## src/design/sbpe_pkg.sv

```systemverilog
// Package for the serial boot programming engine.
// Holds widths, request kinds, parse phases and the result word type.
// No dependencies.
package sbpe_pkg;

  localparam int unsigned DefPageBytes = 128;
  localparam int unsigned MaxRes = 7;
  localparam int unsigned CntW = 3;

  typedef enum logic [3:0] {
    K_SEND = 4'd0, K_FILL = 4'd1, K_PWRITE = 4'd2, K_PERASE = 4'd3,
    K_EEWRITE = 4'd4, K_FREAD = 4'd5, K_EEREAD = 4'd6, K_LOCKW = 4'd7,
    K_FUSER = 4'd8, K_EXIT = 4'd9
  } kind_t;

  localparam logic [1:0] F_HOST = 2'd0;
  localparam logic [1:0] F_MEM = 2'd1;
  localparam logic [1:0] F_DONE = 2'd2;

  localparam logic [1:0] REG_BOOT = 2'd0;
  localparam logic [1:0] REG_PART = 2'd1;
  localparam logic [1:0] REG_SIG = 2'd2;

  typedef enum logic [4:0] {
    PH_IDLE, PH_A_HI, PH_A_LO, PH_C_LOW, PH_C_HIGH, PH_D_ARG, PH_L_ARG,
    PH_SKIP_ARG, PH_B_HI, PH_B_LO, PH_B_MEM, PH_G_HI, PH_G_LO, PH_G_MEM,
    PH_WR_FLASH, PH_WR_EEP, PH_RD_FLASH, PH_RD_EEP, PH_ERASE, PH_R_HIGH,
    PH_R_LOW, PH_D_READ, PH_FUSE_READ
  } phase_t;

  // One result word.
  typedef struct packed {
    logic [3:0]  kind;
    logic [7:0]  tx_byte;
    logic [16:0] mem_address;
    logic [15:0] mem_value;
  } res_t;

  // A batch of result words caused by one input word.
  typedef struct packed {
    logic [CntW-1:0]       count;
    res_t [MaxRes-1:0]     res;
  } batch_t;

  function automatic res_t mk(input kind_t k, input logic [7:0] tx,
                              input logic [16:0] a, input logic [15:0] v);
    res_t r;
    r.kind = k;
    r.tx_byte = tx;
    r.mem_address = a;
    r.mem_value = v;
    return r;
  endfunction

  function automatic res_t say(input logic [7:0] b);
    return mk(K_SEND, b, 17'd0, 16'd0);
  endfunction

endpackage

```

## src/design/sbpe_parser.sv

```systemverilog
// Command parser: computes the result batch and next protocol state.
// Depends on sbpe_pkg.
module sbpe_parser import sbpe_pkg::*; #(
  parameter int unsigned PAGE_BYTES = DefPageBytes
) (
  input  logic        clk,
  input  logic        rst,
  input  logic        step,
  input  logic [1:0]  func,
  input  logic [7:0]  rx_byte,
  input  logic [7:0]  mem_data,
  input  logic [17:0] boot_area_start,
  input  logic [7:0]  part_code,
  input  logic [23:0] signature,
  output batch_t      batch
);

  localparam logic [17:0] PageStep = 18'(PAGE_BYTES);
  localparam logic [7:0] PageHi = 8'((PAGE_BYTES >> 8) & 255);
  localparam logic [7:0] PageLo = 8'(PAGE_BYTES & 255);

  phase_t      phase, phase_next;
  logic [15:0] word_address, word_address_next;
  logic [7:0]  low_byte_hold, low_byte_hold_next;
  logic [15:0] block_remaining, block_remaining_next;
  logic        block_is_flash, block_is_flash_next;
  logic [16:0] erase_pointer, erase_pointer_next;
  logic        word_half, word_half_next;

  logic [16:0] baddr, waddr_ext;
  logic [15:0] waddr_inc, rem_dec, rem_round;
  logic [17:0] prot_limit, erase_nxt;
  logic [7:0]  b;

  assign b = rx_byte;
  assign baddr = {word_address, 1'b0};
  assign waddr_ext = {1'b0, word_address};
  assign waddr_inc = word_address + 16'd1;
  assign rem_dec = block_remaining - 16'd1;
  assign rem_round = 16'(({1'b0, block_remaining} + 17'd1) >> 1);
  assign prot_limit = (boot_area_start == 18'd0) ? 18'd0 : ((boot_area_start - 18'd1) >> 1);
  assign erase_nxt = {1'b0, erase_pointer} + PageStep;

  // Next state and result batch for one input word.
  always_comb begin
    logic [15:0] rem;
    phase_next = phase;
    word_address_next = word_address;
    low_byte_hold_next = low_byte_hold;
    block_remaining_next = block_remaining;
    block_is_flash_next = block_is_flash;
    erase_pointer_next = erase_pointer;
    word_half_next = word_half;
    batch.count = '0;
    batch.res = '0;
    rem = rem_round;
    if (func == F_HOST) begin
      phase_next = PH_IDLE;
      case (phase)
        PH_IDLE: begin
          case (b)
            "a": begin batch.res[0] = say("Y"); batch.count = 3'd1; end
            "A": phase_next = PH_A_HI;
            "e": begin
              if (boot_area_start > 18'd1) begin
                erase_pointer_next = '0;
                batch.res[0] = mk(K_PERASE, 8'd0, 17'd0, 16'd0);
                phase_next = PH_ERASE;
              end else begin
                batch.res[0] = say(8'h0d);
              end
              batch.count = 3'd1;
            end
            "b": begin
              batch.res[0] = say("Y"); batch.res[1] = say(PageHi);
              batch.res[2] = say(PageLo); batch.count = 3'd3;
            end
            "B": phase_next = PH_B_HI;
            "g": phase_next = PH_G_HI;
            "R": begin
              batch.res[0] = mk(K_FREAD, 8'd0, baddr + 17'd1, 16'd0);
              batch.count = 3'd1; phase_next = PH_R_HIGH;
            end
            "c": phase_next = PH_C_LOW;
            "C": phase_next = PH_C_HIGH;
            "m": begin
              if ({2'b0, word_address} >= prot_limit) batch.res[0] = say("?");
              else batch.res[0] = mk(K_PWRITE, 8'd0, baddr, 16'd0);
              batch.res[1] = say(8'h0d); batch.count = 3'd2;
            end
            "D": phase_next = PH_D_ARG;
            "d": begin
              batch.res[0] = mk(K_EEREAD, 8'd0, waddr_ext, 16'd0);
              batch.count = 3'd1; phase_next = PH_D_READ;
            end
            "l": phase_next = PH_L_ARG;
            "r", "F", "N", "Q": begin
              batch.res[0] = mk(K_FUSER, 8'd0,
                (b == "r") ? 17'd0 : (b == "F") ? 17'd1 : (b == "N") ? 17'd2 : 17'd3,
                16'd0);
              batch.count = 3'd1; phase_next = PH_FUSE_READ;
            end
            "P", "L": begin batch.res[0] = say(8'h0d); batch.count = 3'd1; end
            "E": begin
              batch.res[0] = say(8'h0d);
              batch.res[1] = mk(K_EXIT, 8'd0, 17'd0, 16'd0); batch.count = 3'd2;
            end
            "p": begin batch.res[0] = say("S"); batch.count = 3'd1; end
            "t": begin
              batch.res[0] = say(part_code); batch.res[1] = say(8'd0);
              batch.count = 3'd2;
            end
            "x", "y", "T": phase_next = PH_SKIP_ARG;
            "S": begin
              batch.res[0] = say("A"); batch.res[1] = say("V");
              batch.res[2] = say("R"); batch.res[3] = say("B");
              batch.res[4] = say("O"); batch.res[5] = say("O");
              batch.res[6] = say("T"); batch.count = 3'd7;
            end
            "V": begin
              batch.res[0] = say("1"); batch.res[1] = say("5"); batch.count = 3'd2;
            end
            "s": begin
              batch.res[0] = say(signature[23:16]); batch.res[1] = say(signature[15:8]);
              batch.res[2] = say(signature[7:0]); batch.count = 3'd3;
            end
            8'h1b: ;
            default: begin batch.res[0] = say("?"); batch.count = 3'd1; end
          endcase
        end
        PH_A_HI: begin word_address_next = {b, 8'd0}; phase_next = PH_A_LO; end
        PH_A_LO: begin
          word_address_next = {word_address[15:8], b};
          batch.res[0] = say(8'h0d); batch.count = 3'd1;
        end
        PH_C_LOW: begin
          low_byte_hold_next = b; batch.res[0] = say(8'h0d); batch.count = 3'd1;
        end
        PH_C_HIGH: begin
          batch.res[0] = mk(K_FILL, 8'd0, baddr, {b, low_byte_hold});
          batch.res[1] = say(8'h0d); batch.count = 3'd2;
          word_address_next = waddr_inc;
        end
        PH_D_ARG: begin
          batch.res[0] = mk(K_EEWRITE, 8'd0, waddr_ext, {8'd0, b});
          batch.res[1] = say(8'h0d); batch.count = 3'd2;
          word_address_next = waddr_inc;
        end
        PH_L_ARG: begin
          batch.res[0] = mk(K_LOCKW, 8'd0, 17'd0, {8'd0, ~b});
          batch.res[1] = say(8'h0d); batch.count = 3'd2;
        end
        PH_SKIP_ARG: begin batch.res[0] = say(8'h0d); batch.count = 3'd1; end
        PH_B_HI, PH_G_HI: begin
          block_remaining_next = {b, 8'd0};
          phase_next = (phase == PH_B_HI) ? PH_B_LO : PH_G_LO;
        end
        PH_B_LO, PH_G_LO: begin
          block_remaining_next = {block_remaining[15:8], b};
          phase_next = (phase == PH_B_LO) ? PH_B_MEM : PH_G_MEM;
        end
        PH_B_MEM: begin
          if (b == "F" || b == "E") begin
            block_is_flash_next = (b == "F");
            if (b != "F") rem = block_remaining;
            block_remaining_next = rem;
            if (rem == 16'd0) begin
              batch.res[0] = say(8'h0d); batch.count = 3'd1;
            end else begin
              erase_pointer_next = baddr;
              word_half_next = 1'b0;
              phase_next = (b == "F") ? PH_WR_FLASH : PH_WR_EEP;
            end
          end else begin
            batch.res[0] = say("?"); batch.count = 3'd1;
          end
        end
        PH_G_MEM: begin
          if (b == "F" || b == "E") begin
            block_is_flash_next = (b == "F");
            if (b != "F") rem = block_remaining;
            block_remaining_next = rem;
            if (rem != 16'd0) begin
              word_half_next = 1'b0;
              batch.count = 3'd1;
              if (b == "F") begin
                batch.res[0] = mk(K_FREAD, 8'd0, baddr, 16'd0);
                phase_next = PH_RD_FLASH;
              end else begin
                batch.res[0] = mk(K_EEREAD, 8'd0, waddr_ext, 16'd0);
                phase_next = PH_RD_EEP;
              end
            end
          end
        end
        PH_WR_FLASH: begin
          phase_next = PH_WR_FLASH;
          if (!word_half) begin
            low_byte_hold_next = b; word_half_next = 1'b1;
          end else begin
            word_half_next = 1'b0;
            batch.res[0] = mk(K_FILL, 8'd0, baddr, {b, low_byte_hold});
            batch.count = 3'd1;
            word_address_next = waddr_inc;
            block_remaining_next = rem_dec;
            if (rem_dec == 16'd0) begin
              batch.res[1] = mk(K_PWRITE, 8'd0, erase_pointer, 16'd0);
              batch.res[2] = say(8'h0d); batch.count = 3'd3;
              phase_next = PH_IDLE;
            end
          end
        end
        PH_WR_EEP: begin
          batch.res[0] = mk(K_EEWRITE, 8'd0, waddr_ext, {8'd0, b});
          batch.count = 3'd1;
          word_address_next = waddr_inc;
          block_remaining_next = rem_dec;
          if (rem_dec == 16'd0) begin
            batch.res[1] = say(8'h0d); batch.count = 3'd2;
          end else begin
            phase_next = PH_WR_EEP;
          end
        end
        default: phase_next = phase;
      endcase
    end else if (func == F_MEM) begin
      case (phase)
        PH_RD_FLASH: begin
          batch.res[0] = say(mem_data); batch.count = 3'd1;
          if (!word_half) begin
            word_half_next = 1'b1;
            batch.res[1] = mk(K_FREAD, 8'd0, baddr + 17'd1, 16'd0);
            batch.count = 3'd2;
          end else begin
            word_half_next = 1'b0;
            word_address_next = waddr_inc;
            block_remaining_next = rem_dec;
            if (rem_dec != 16'd0) begin
              batch.res[1] = mk(K_FREAD, 8'd0, {waddr_inc, 1'b0}, 16'd0);
              batch.count = 3'd2;
            end else begin
              phase_next = PH_IDLE;
            end
          end
        end
        PH_RD_EEP: begin
          batch.res[0] = say(mem_data); batch.count = 3'd1;
          word_address_next = waddr_inc;
          block_remaining_next = rem_dec;
          if (rem_dec != 16'd0) begin
            batch.res[1] = mk(K_EEREAD, 8'd0, {1'b0, waddr_inc}, 16'd0);
            batch.count = 3'd2;
          end else begin
            phase_next = PH_IDLE;
          end
        end
        PH_R_HIGH: begin
          batch.res[0] = say(mem_data);
          batch.res[1] = mk(K_FREAD, 8'd0, baddr, 16'd0);
          batch.count = 3'd2; phase_next = PH_R_LOW;
        end
        PH_R_LOW, PH_D_READ: begin
          batch.res[0] = say(mem_data); batch.count = 3'd1;
          word_address_next = waddr_inc; phase_next = PH_IDLE;
        end
        PH_FUSE_READ: begin
          batch.res[0] = say(mem_data); batch.count = 3'd1; phase_next = PH_IDLE;
        end
        default: ;
      endcase
    end else if (func == F_DONE) begin
      if (phase == PH_ERASE) begin
        batch.count = 3'd1;
        if (!erase_nxt[17] && (erase_nxt + 18'd1 < boot_area_start)) begin
          erase_pointer_next = erase_nxt[16:0];
          batch.res[0] = mk(K_PERASE, 8'd0, erase_nxt[16:0], 16'd0);
        end else begin
          phase_next = PH_IDLE;
          batch.res[0] = say(8'h0d);
        end
      end
    end
  end

  // Protocol state.
  always_ff @(posedge clk) begin
    if (rst) begin
      phase <= PH_IDLE;
      word_address <= '0;
      low_byte_hold <= '0;
      block_remaining <= '0;
      block_is_flash <= 1'b0;
      erase_pointer <= '0;
      word_half <= 1'b0;
    end else if (step) begin
      phase <= phase_next;
      word_address <= word_address_next;
      low_byte_hold <= low_byte_hold_next;
      block_remaining <= block_remaining_next;
      block_is_flash <= block_is_flash_next;
      erase_pointer <= erase_pointer_next;
      word_half <= word_half_next;
    end
  end

  // The erase pointer stays inside the 17-bit address space while erasing.
  assert property (@(posedge clk) disable iff (rst)
    (phase == PH_ERASE) |-> (erase_pointer < 17'h1FFFF))
    else $error("erase pointer overran address space");
  // Block states never start with nothing to move.
  assert property (@(posedge clk) disable iff (rst)
    (phase == PH_WR_EEP || phase == PH_RD_EEP) |-> (block_remaining != 16'd0))
    else $error("eeprom block running with zero count");
  assert property (@(posedge clk) disable iff (rst)
    $past(step) && $past(func) == F_HOST && $past(phase) == PH_A_HI |-> phase == PH_A_LO)
    else $error("address argument sequence broken");
  // Flash block phases always carry the flash memory type.
  assert property (@(posedge clk) disable iff (rst)
    (phase == PH_WR_FLASH || phase == PH_RD_FLASH) |-> block_is_flash)
    else $error("flash block phase without flash memory type");

endmodule

```

## src/design/sbpe_out_queue.sv

```systemverilog
// Output stage: holds one result batch and sends its words one per cycle while not stalled.
// Depends on sbpe_pkg.
module sbpe_out_queue import sbpe_pkg::*; (
  input  logic        clk,
  input  logic        rst,
  input  logic        load,
  input  batch_t      batch_in,
  output logic        busy,
  output logic        valid,
  input  logic        stall,
  output res_t        head,
  output logic        last
);

  res_t [MaxRes-1:0] store;
  logic [CntW-1:0]   count, pos;

  assign busy = (count != '0);
  assign valid = busy;
  assign head = store[pos];
  assign last = (pos == count - 3'd1);

  // Batch storage; a new batch loads only when the stage is empty or draining.
  always_ff @(posedge clk) begin
    if (rst) begin
      count <= '0;
      pos <= '0;
    end else if (load) begin
      count <= batch_in.count;
      pos <= '0;
    end else if (valid && !stall) begin
      if (last) begin
        count <= '0;
        pos <= '0;
      end else begin
        pos <= pos + 3'd1;
      end
    end
  end

  always_ff @(posedge clk) begin
    if (load) store <= batch_in.res;
  end

  assert property (@(posedge clk) disable iff (rst) busy |-> pos < count)
    else $error("result pointer beyond batch");
  assert property (@(posedge clk) disable iff (rst) count <= 3'(MaxRes))
    else $error("batch too long");

endmodule

```

## src/design/serial_boot_programming_engine.sv

```systemverilog
// Top level of the serial boot programming engine.
// Depends on sbpe_pkg, sbpe_parser and sbpe_out_queue.
//
// Input words (func, rx_byte, mem_data) arrive on the valid/stall channel:
// func 0 is a host byte, 1 a byte read back from memory, 2 a memory-done
// acknowledgement. Each word gives zero to seven result words (kind, tx_byte,
// mem_address, mem_value, last) on the output channel; last marks the final
// result word of a batch. Configuration registers are to be written through
// cfg_we/cfg_index/cfg_data while the block is idle; the user must keep to
// this, as the block does not enforce it. The parser state updates in the
// cycle a word is accepted and its batch is registered; the first result
// word is offered the next cycle, then one word per cycle while the receiver
// does not stall. The next word is taken in the cycle the last result leaves
// (or at once if the stage is empty), so no word is taken while a batch still
// has other words to send. While the receiver stalls, the current result holds
// and input is stalled once the stage is full. Reset clears the protocol state
// to idle, word address to zero, and loads the register reset values.
module serial_boot_programming_engine import sbpe_pkg::*; #(
  parameter int unsigned PAGE_BYTES = DefPageBytes
) (
  input  logic        clk,
  input  logic        rst,
  input  logic        in_valid,
  output logic        in_stall,
  input  logic [1:0]  func,
  input  logic [7:0]  rx_byte,
  input  logic [7:0]  mem_data,
  output logic        out_valid,
  input  logic        out_stall,
  output logic [3:0]  kind,
  output logic [7:0]  tx_byte,
  output logic [16:0] mem_address,
  output logic [15:0] mem_value,
  output logic        last,
  input  logic        cfg_we,
  input  logic [1:0]  cfg_index,
  input  logic [23:0] cfg_data
);

  logic [17:0] boot_area_start;
  logic [7:0]  part_code;
  logic [23:0] signature;
  logic        step, busy, q_last;
  batch_t      batch;
  res_t        head;

  // Configuration registers.
  always_ff @(posedge clk) begin
    if (rst) begin
      boot_area_start <= 18'd28672;
      part_code <= '0;
      signature <= '0;
    end else if (cfg_we) begin
      case (cfg_index)
        REG_BOOT: boot_area_start <= cfg_data[17:0];
        REG_PART: part_code <= cfg_data[7:0];
        REG_SIG:  signature <= cfg_data;
        default: ;
      endcase
    end
  end

  // Accept when the output stage is empty or its final word leaves now.
  assign in_stall = busy && !(q_last && !out_stall);
  assign step = in_valid && !in_stall;

  sbpe_parser #(.PAGE_BYTES(PAGE_BYTES)) u_parser (
    .clk, .rst, .step, .func, .rx_byte, .mem_data,
    .boot_area_start, .part_code, .signature, .batch
  );

  sbpe_out_queue u_queue (
    .clk, .rst, .load(step), .batch_in(batch), .busy, .valid(out_valid),
    .stall(out_stall), .head, .last(q_last)
  );

  assign kind = head.kind;
  assign tx_byte = head.tx_byte;
  assign mem_address = head.mem_address;
  assign mem_value = head.mem_value;
  assign last = q_last;

  assert property (@(posedge clk) disable iff (rst) out_valid |-> in_stall || q_last)
    else $error("input taken while batch not finished");

endmodule

```

## config.mk

```make
export PLATFORM = sky130hd
export DESIGN_NAME = serial_boot_programming_engine
export DESIGN_NICKNAME = d
export VERILOG_FILES = /design/src/design/sbpe_pkg.sv /design/src/design/sbpe_parser.sv /design/src/design/sbpe_out_queue.sv /design/src/design/serial_boot_programming_engine.sv
export SDC_FILE = /design/constraint.sdc
export NUM_CORES = 1
export LEC_CHECK = 0
export BUFFER_PORTS_ARGS = -buffer_cell sky130_fd_sc_hd__buf_4
export CAP_MARGIN = 20
export CORE_MARGIN = 2
export CORE_UTILIZATION = 35
export CTS_CLUSTER_DIAMETER = 30
export DETAILED_ROUTE_END_ITERATION = 12
export PLACE_DENSITY = 0.6
export SETUP_SLACK_MARGIN = 0.4
export SYNTH_ARGS = -nofsm -noshare
export SYNTH_HDL_FRONTEND = slang
export SYNTH_SLANG_ARGS = --single-unit
```

## constraint.sdc

```tcl
create_clock -name clk -period 6 [get_ports clk]
set_input_delay 0.3 -clock clk [delete_from_list [all_inputs] [get_ports clk]]
set_output_delay 0.3 -clock clk [all_outputs]
set_load 0.02 [all_outputs]
```

=== Yosys cells after proc, flatten, opt, wreduce, memory -nomap -nowiden ===
Index checks and enable logic that the tools add are counted.

* Divide/modulo/power cells: 0
* Add/subtract/negate cells: 9
* Muxes and demuxes: 115
* Order comparisons: 4
* Bitwise operators: 1
* Multiply operators: 0
* Shift-type cells: 0
* Reductions and logical operators: 62
* Equality and inequality tests: 77

{| class="wikitable"
|+ Operators by type and width
! kind !! number
|-
| 45-bit one-hot mux with 13 select lines || 1
|-
| 45-bit 2-to-1 mux || 8
|-
| 45-bit one-hot mux with 8 select lines || 1
|-
| 45-bit one-hot mux with 5 select lines || 1
|-
| 8-bit by 7-bit equality test with 1-bit output, second input constant || 28
|-
| 16-bit 2-to-1 mux || 14
|-
| 17-bit 2-to-1 mux || 12
|-
| 45-bit one-hot mux with 4 select lines || 1
|-
| 175-bit 2-to-1 mux || 1
|-
| 43-bit 2-to-1 mux || 4
|-
| 45-bit binary-select mux with 3-bit select || 1
|-
| 135-bit 2-to-1 mux || 1
|-
| 45-bit one-hot mux with 3 select lines || 1
|-
| 41-bit one-hot mux with 3 select lines || 1
|-
| 16-bit one-hot mux with 6 select lines || 1
|-
| 90-bit 2-to-1 mux || 1
|-
| 45-bit one-hot mux with 2 select lines || 1
|-
| 44-bit 2-to-1 mux || 2
|-
| 82-bit 2-to-1 mux || 1
|-
| 37-bit 2-to-1 mux || 2
|-
| 5-bit 2-to-1 mux || 13
|-
| 16-bit one-hot mux with 2 select lines || 2
|-
| 16-bit one-hot mux with 4 select lines || 1
|-
| 5-bit one-hot mux with 12 select lines || 1
|-
| other kinds (71) || 168
|}

* Memories: 0
* Memory bits (writable): 0
* Memory bits (read-only): 0
* Input port bits: 49
* Latch bits: 0
* Register bits after elaboration: 434
* Logic and storage cells: 309
* Output and inout port bits: 48

=== Longest topological paths before layout ===
* Word-level depth: 11
* Mapped depth: 17
* Mapped depth without buffers: 15

=== Modules after synthesis ===
A second synthesis with hierarchy kept.

* Cell total of the unflattened synthesis: 2579
* Area total of the unflattened synthesis: 25963.7 µm²

{| class="wikitable"
|+ By module, submodules not included
! module !! area an instance (µm²) !! instances !! cells each
|-
| sbpe_out_queue || 12316.8 || 1 || 619
|-
| sbpe_parser || 11538.6 || 1 || 1761
|-
| serial_boot_programming_engine || 2108.3 || 1 || 199
|}

=== Worst setup path before layout ===
OpenSTA, ideal clock, no wires.

* Path kind: register to register
* Start point: register u_queue.count[0]
* End point: register u_parser.low_byte_hold[0]
* Setup slack: 1.265 ns
* Clock period less this slack: 4.735 ns
* Required time: 5.872 ns
* Cell stages (with the launch flop): 10
* Arrival time: 4.607 ns
* Path buffers: 2
* Setup time: 0.128 ns
* Path through: dfxtp_1 inv_1 ha_1 xor2_1 a41o_1 clkbuf_1 and3_1 clkbuf_1 mux2i_1 nor2_1

* Cells in the longest elaborated chain, start to end: 8
* Elaborated cells between the ends (all ways): 9
* Those cells by class: add/sub (1); eq/ne (1); reduce/logical (7)

{| class="wikitable"
|+ RTL lines
! element !! RTL line !! text
|-
| from (decl) || sbpe_out_queue.sv:16 || <nowiki>logic [CntW-1:0] count, pos;</nowiki>
|-
| from (signal assigned) || sbpe_out_queue.sv:29 || <nowiki>count <= batch_in.count;</nowiki>
|-
| 3-bit by 1-bit subtractor with 3-bit output || sbpe_out_queue.sv:21 || <nowiki>assign last = (pos == count - 3'd1);</nowiki>
|-
| 3-bit equality test || sbpe_out_queue.sv:21 ||
|-
| 1-bit logical AND || serial_boot_programming_engine.sv:64 || <nowiki>assign in_stall = busy && !(q_last && !out_stall);</nowiki>
|-
| 1-bit zero test || serial_boot_programming_engine.sv:64 ||
|-
| 1-bit logical AND (*) || serial_boot_programming_engine.sv:64 ||
|-
| 1-bit zero test (*) || serial_boot_programming_engine.sv:65 || <nowiki>assign step = in_valid && !in_stall;</nowiki>
|-
| 1-bit logical AND (*) || serial_boot_programming_engine.sv:65 ||
|-
| net step || serial_boot_programming_engine.sv:43 || <nowiki>logic step, busy, q_last;</nowiki>
|-
| 4-bit AND reduction (no source line) (*) || - ||
|-
| to (signal assigned) || sbpe_parser.sv:298 || <nowiki>low_byte_hold <= low_byte_hold_next;</nowiki>
|-
| to (decl) || sbpe_parser.sv:24 || <nowiki>logic [7:0] low_byte_hold, low_byte_hold_next;</nowiki>
|}

Mark *: on every way through the listed nets, which the timed path passes. The rest lies on a longest branch.
A chain may end at the register's enable or synchronous reset.

==> metrics.md <==
| Metric | Value |
|---|---|
| Initial antenna violation count | 1 |
| Final hold violations | 0 |
| Cell count after synthesis | 1985 |
| Pwr/cell area | 256 nW/um^2 |
| CP Buf/Inv Count | 0 |
| Top_reg_cell synth | dfxtp_1 |
| First-pass GRT wire length | 92000 um |
| Share of cells above drive strength 1 | 13.5% |
| Final period util | 75.6% |
| Fraction of registers with async set/reset | 0% |
| Hold WC Path Type | primary input to flop |
| Routed WL per cell | 22.4 um |
| Post-synthesis sequential area ratio | 31.5% |
| Max VDD drop | 0.000185 V |
| # DRC | 0 |
| Clock sink count | 201 |
| CTS Root Cell | clkbuf_16 |
| Num ports | 97 |
| H-tree depth | 2 |
| Area Growth Syn to Fin | 21.0% |
| Area after DPL | 16500 sq um |
| Synth Cell Area | 15400 sq um |
| Cell Rows | 76 |
| Slew margin rel. | 25.3% |
| Max Buffers Root-to-Sink | 3 |
| Net count, final | 2132 |
| # diodes | 0 |
| Fillers | 4332 |
| CP peak stage delay | 0.69 ns |
| Die area | 45800 sq um |
| Combinational share of power | 9.6% |
| Core area | 43300 sq um |
| CP Launch Type | flop |
| Sw Ratio | 27.1% |
| GRT Overall Usage | 25.3% |
| Period minus WS final | 4.53 ns |
| Critical path class | flop to flop |
| Final Max Tran Viols | 0 |
| Peak Freq | 221 MHz |
| Vias/cell | 6.13 |
| Synthesized area per cell | 7.77 sq um |
| IO buf count | 96 |
| Actual slew at the worst max-slew pin | 1.11 ns |
| Vias | 16371 |
| Critical-path cell list | ha_1, nand3_1, nor2_1, and3_1, xor2_1, ha_1, a211oi_1, nor2_1, nor3_1, nand3_1, a21oi_1, and2_1, a221oi_2, o31ai_1 |
| Status | finished clean |
| Die Y | 214 um |
| Crit-path slowest cell | and2_1 |
| Largest net degree at the start of global routing | 72 |
| WP data arrival | 4.89 ns |
| Post-CTS sizing | 0 |
| Final setup violation count | 0 |
| Leakage | 6.80 nW |
| Setup Skew | 0.0652 ns |
| Worst-path clk slew | 0.05 ns |
| Total wire length | 59900 um |
| Synth Net Count | 2079 |
| Fin area | 18700 sq um |
| Pint | 3.49 mW |
| CTS buffer count | 56 |
| Initial drt markers | 1994 |
| CP top delay family | simple AND/OR/NAND/NOR gates |
| Dpl hpwl | 42500 um |
| Initial DRT Pass Iterations | 6 |
| Reg power frac | 31.4% |
| Placer Congestion | 0.954 |
| Ys Warns | 0 |
| Overflow after GRT | 0 |
| RSZ-0062 raised after global routing | no |
| Worst-path maximum fanout | 18 |
| Clk_lat worst skew | 0.64 ns |
| Fin Setup TNS | 0 ns |
| Die W | 214 um |
| Max Cap Viol | 0 |
| Vias in the first global route | 15300 |
| Critical path capture point type | flop |
| #FFs+latches synth | 201 |
| EDFF count, synth | 83 |
| Synth cell types | 97 |
| CTS tree | yes |
| Initial core utilization | 35.6% |
| Clock power share | 59.0% |
| Antenna viol nets, final | 0 |
| Critical Path RT | 6.36 ns |
| Sw Pwr | 1.30 mW |
sequential cells by signal (all words and copies together) (netlist names):
| signal | cells |
|---|---|
| boot_area_start | 18 |
| u_parser.low_byte_hold | 8 |
| u_queue.store | 83 |
| u_parser.word_address | 16 |
| u_queue.count | 3 |
| part_code | 8 |
| u_parser.word_half | 1 |
| u_parser.block_remaining | 16 |
| u_queue.pos | 3 |
| u_parser.phase | 5 |
| u_parser.erase_pointer | 16 |
| signature | 24 |
power groups by stage:
| stage | logic [mW] | registers, mW | clock network (mW) |
|---|---|---|---|
| after floorplan | 0.279 | 1.52 | 0 |
| after CTS | 0.452 | 1.50 | 2.85 |
| after global routing | 0.495 | 1.51 | 2.93 |
| after detailed placement | 0.433 | 1.53 | 0 |
| after global placement | 0.429 | 1.52 | 0 |
| final | 0.459 | 1.50 | 2.82 |
kinds of logic (layout without fill, tap and decap cells):
family	Yosys count	after routing	synth area share, %
and+or+nand+nor	767	767	24.7
AOI/OAI and AO/OA	626	626	27.1
DFF	201	201	31.5
xor gates and xnor gates	58	58	3.38
muxes	57	57	3.80
adders and majority gates	45	45	3.65
buffers and inverters	231	332	5.87
tightest hold or removal path: cells and delay by family:
kind / cells / cell delay (ns)
buf+inv: 1 / 0.11
compound gates: 2 / 0.24
placed cells by master (no fill, tap or decap), types with 11 or more instances in the layout:
cell type and count:
a31oi_1 15, nor3_1 63, dfxtp_1 117, a211oi_1 38, inv_1 58, nand3_1 61
xnor2_1 39, buf_4 133, mux2i_1 53, nand2b_1 26, clkbuf_16 57, o21ai_1 16
nand3b_1 13, a22oi_1 37, ha_1 45, o22ai_1 16, nor2_1 187, xor2_1 18
or3_1 11, nand2_1 236, and2_1 25, clkinv_2 15, a221oi_1 39, o21a_1 11
o31ai_1 23, nor4_1 14, nand4_1 23, a21o_1 19, nor2b_1 17, edfxtp_1 83
and3_1 25, o21ai_0 104, a21oi_1 170, o211ai_1 14, dlygate4sd3_1 32
synthesized netlist by cell type, types with 45 or more instances:
cell type	number	area share (%)
a21oi_1	170	5.5
clkbuf_1	129	3.1
dfxtp_1	118	15
edfxtp_1	83	16
ha_1	45	3.7
inv_1	58	1.4
mux2i_1	53	3.4
nand2_1	236	5.7
nand3_1	61	2.0
nor2_1	188	4.6
nor3_1	63	2.0
o21ai_0	104	3.4
worst paths after layout:
kind	start	endpoint	slack, ns	cells past startpoint
max	u_parser.erase_pointer[7]$_SDFFE_PP0P_	u_queue.store[26]$_DFFE_PP_	1.47	14
min	out_stall	u_queue.count[2]$_SDFFE_PP0P_	0.05	3
max reg2reg	u_parser.erase_pointer[7]$_SDFFE_PP0P_	u_queue.store[26]$_DFFE_PP_	1.47	14
min reg2reg	signature[5]$_SDFFE_PP0P_	signature[5]$_SDFFE_PP0P_	0.45	2
per-stage QoR:
step / hold WS, ns / power (mW) / utilization (%) / setup slack (ns) / cells
after floorplan: 0.418 / 1.79 / - / 1.27 / 1985
after global placement: 0.443 / 1.95 / 38.1 / 1.70 / 2530
after detailed placement: 0.446 / 1.96 / 38.1 / 1.53 / 2531
after CTS: 0.0357 / 4.80 / 43.1 / 1.58 / 2669
after global routing: 0.0782 / 4.93 / 43.1 / 1.16 / 2671
final: 0.0477 / 4.78 / 43.1 / 1.47 / 2671
layer usage:
| metal | track usage [%] | wire [um] |
|---|---|---|
| met1 | 34.1 | 25700 |
| met2 | 40.2 | 27500 |
| met3 | 4.13 | 4760 |
| met4 | 10.2 | 1980 |
| met5 | 0 | 16 |
repair_timing:
item,in CTS,in global routing
endpoints found under the hold margin,56,0
buffers inserted,0,0
hold buffers,32,0
cell type report:
type	instances	area, sq um	share of cell area (%)
Clock inverter	41	360	1.93
Sequential cell	201	4860	26.0
Timing Repair Buffer	166	1320	7.09
Clock buffer	65	1480	7.91
Tap cell	585	732	3.92
Inverter	60	225	1.21
Multi-Input combinational cell	1553	9690	51.9
No activity file was read; power rests on OpenSTA's default activity.
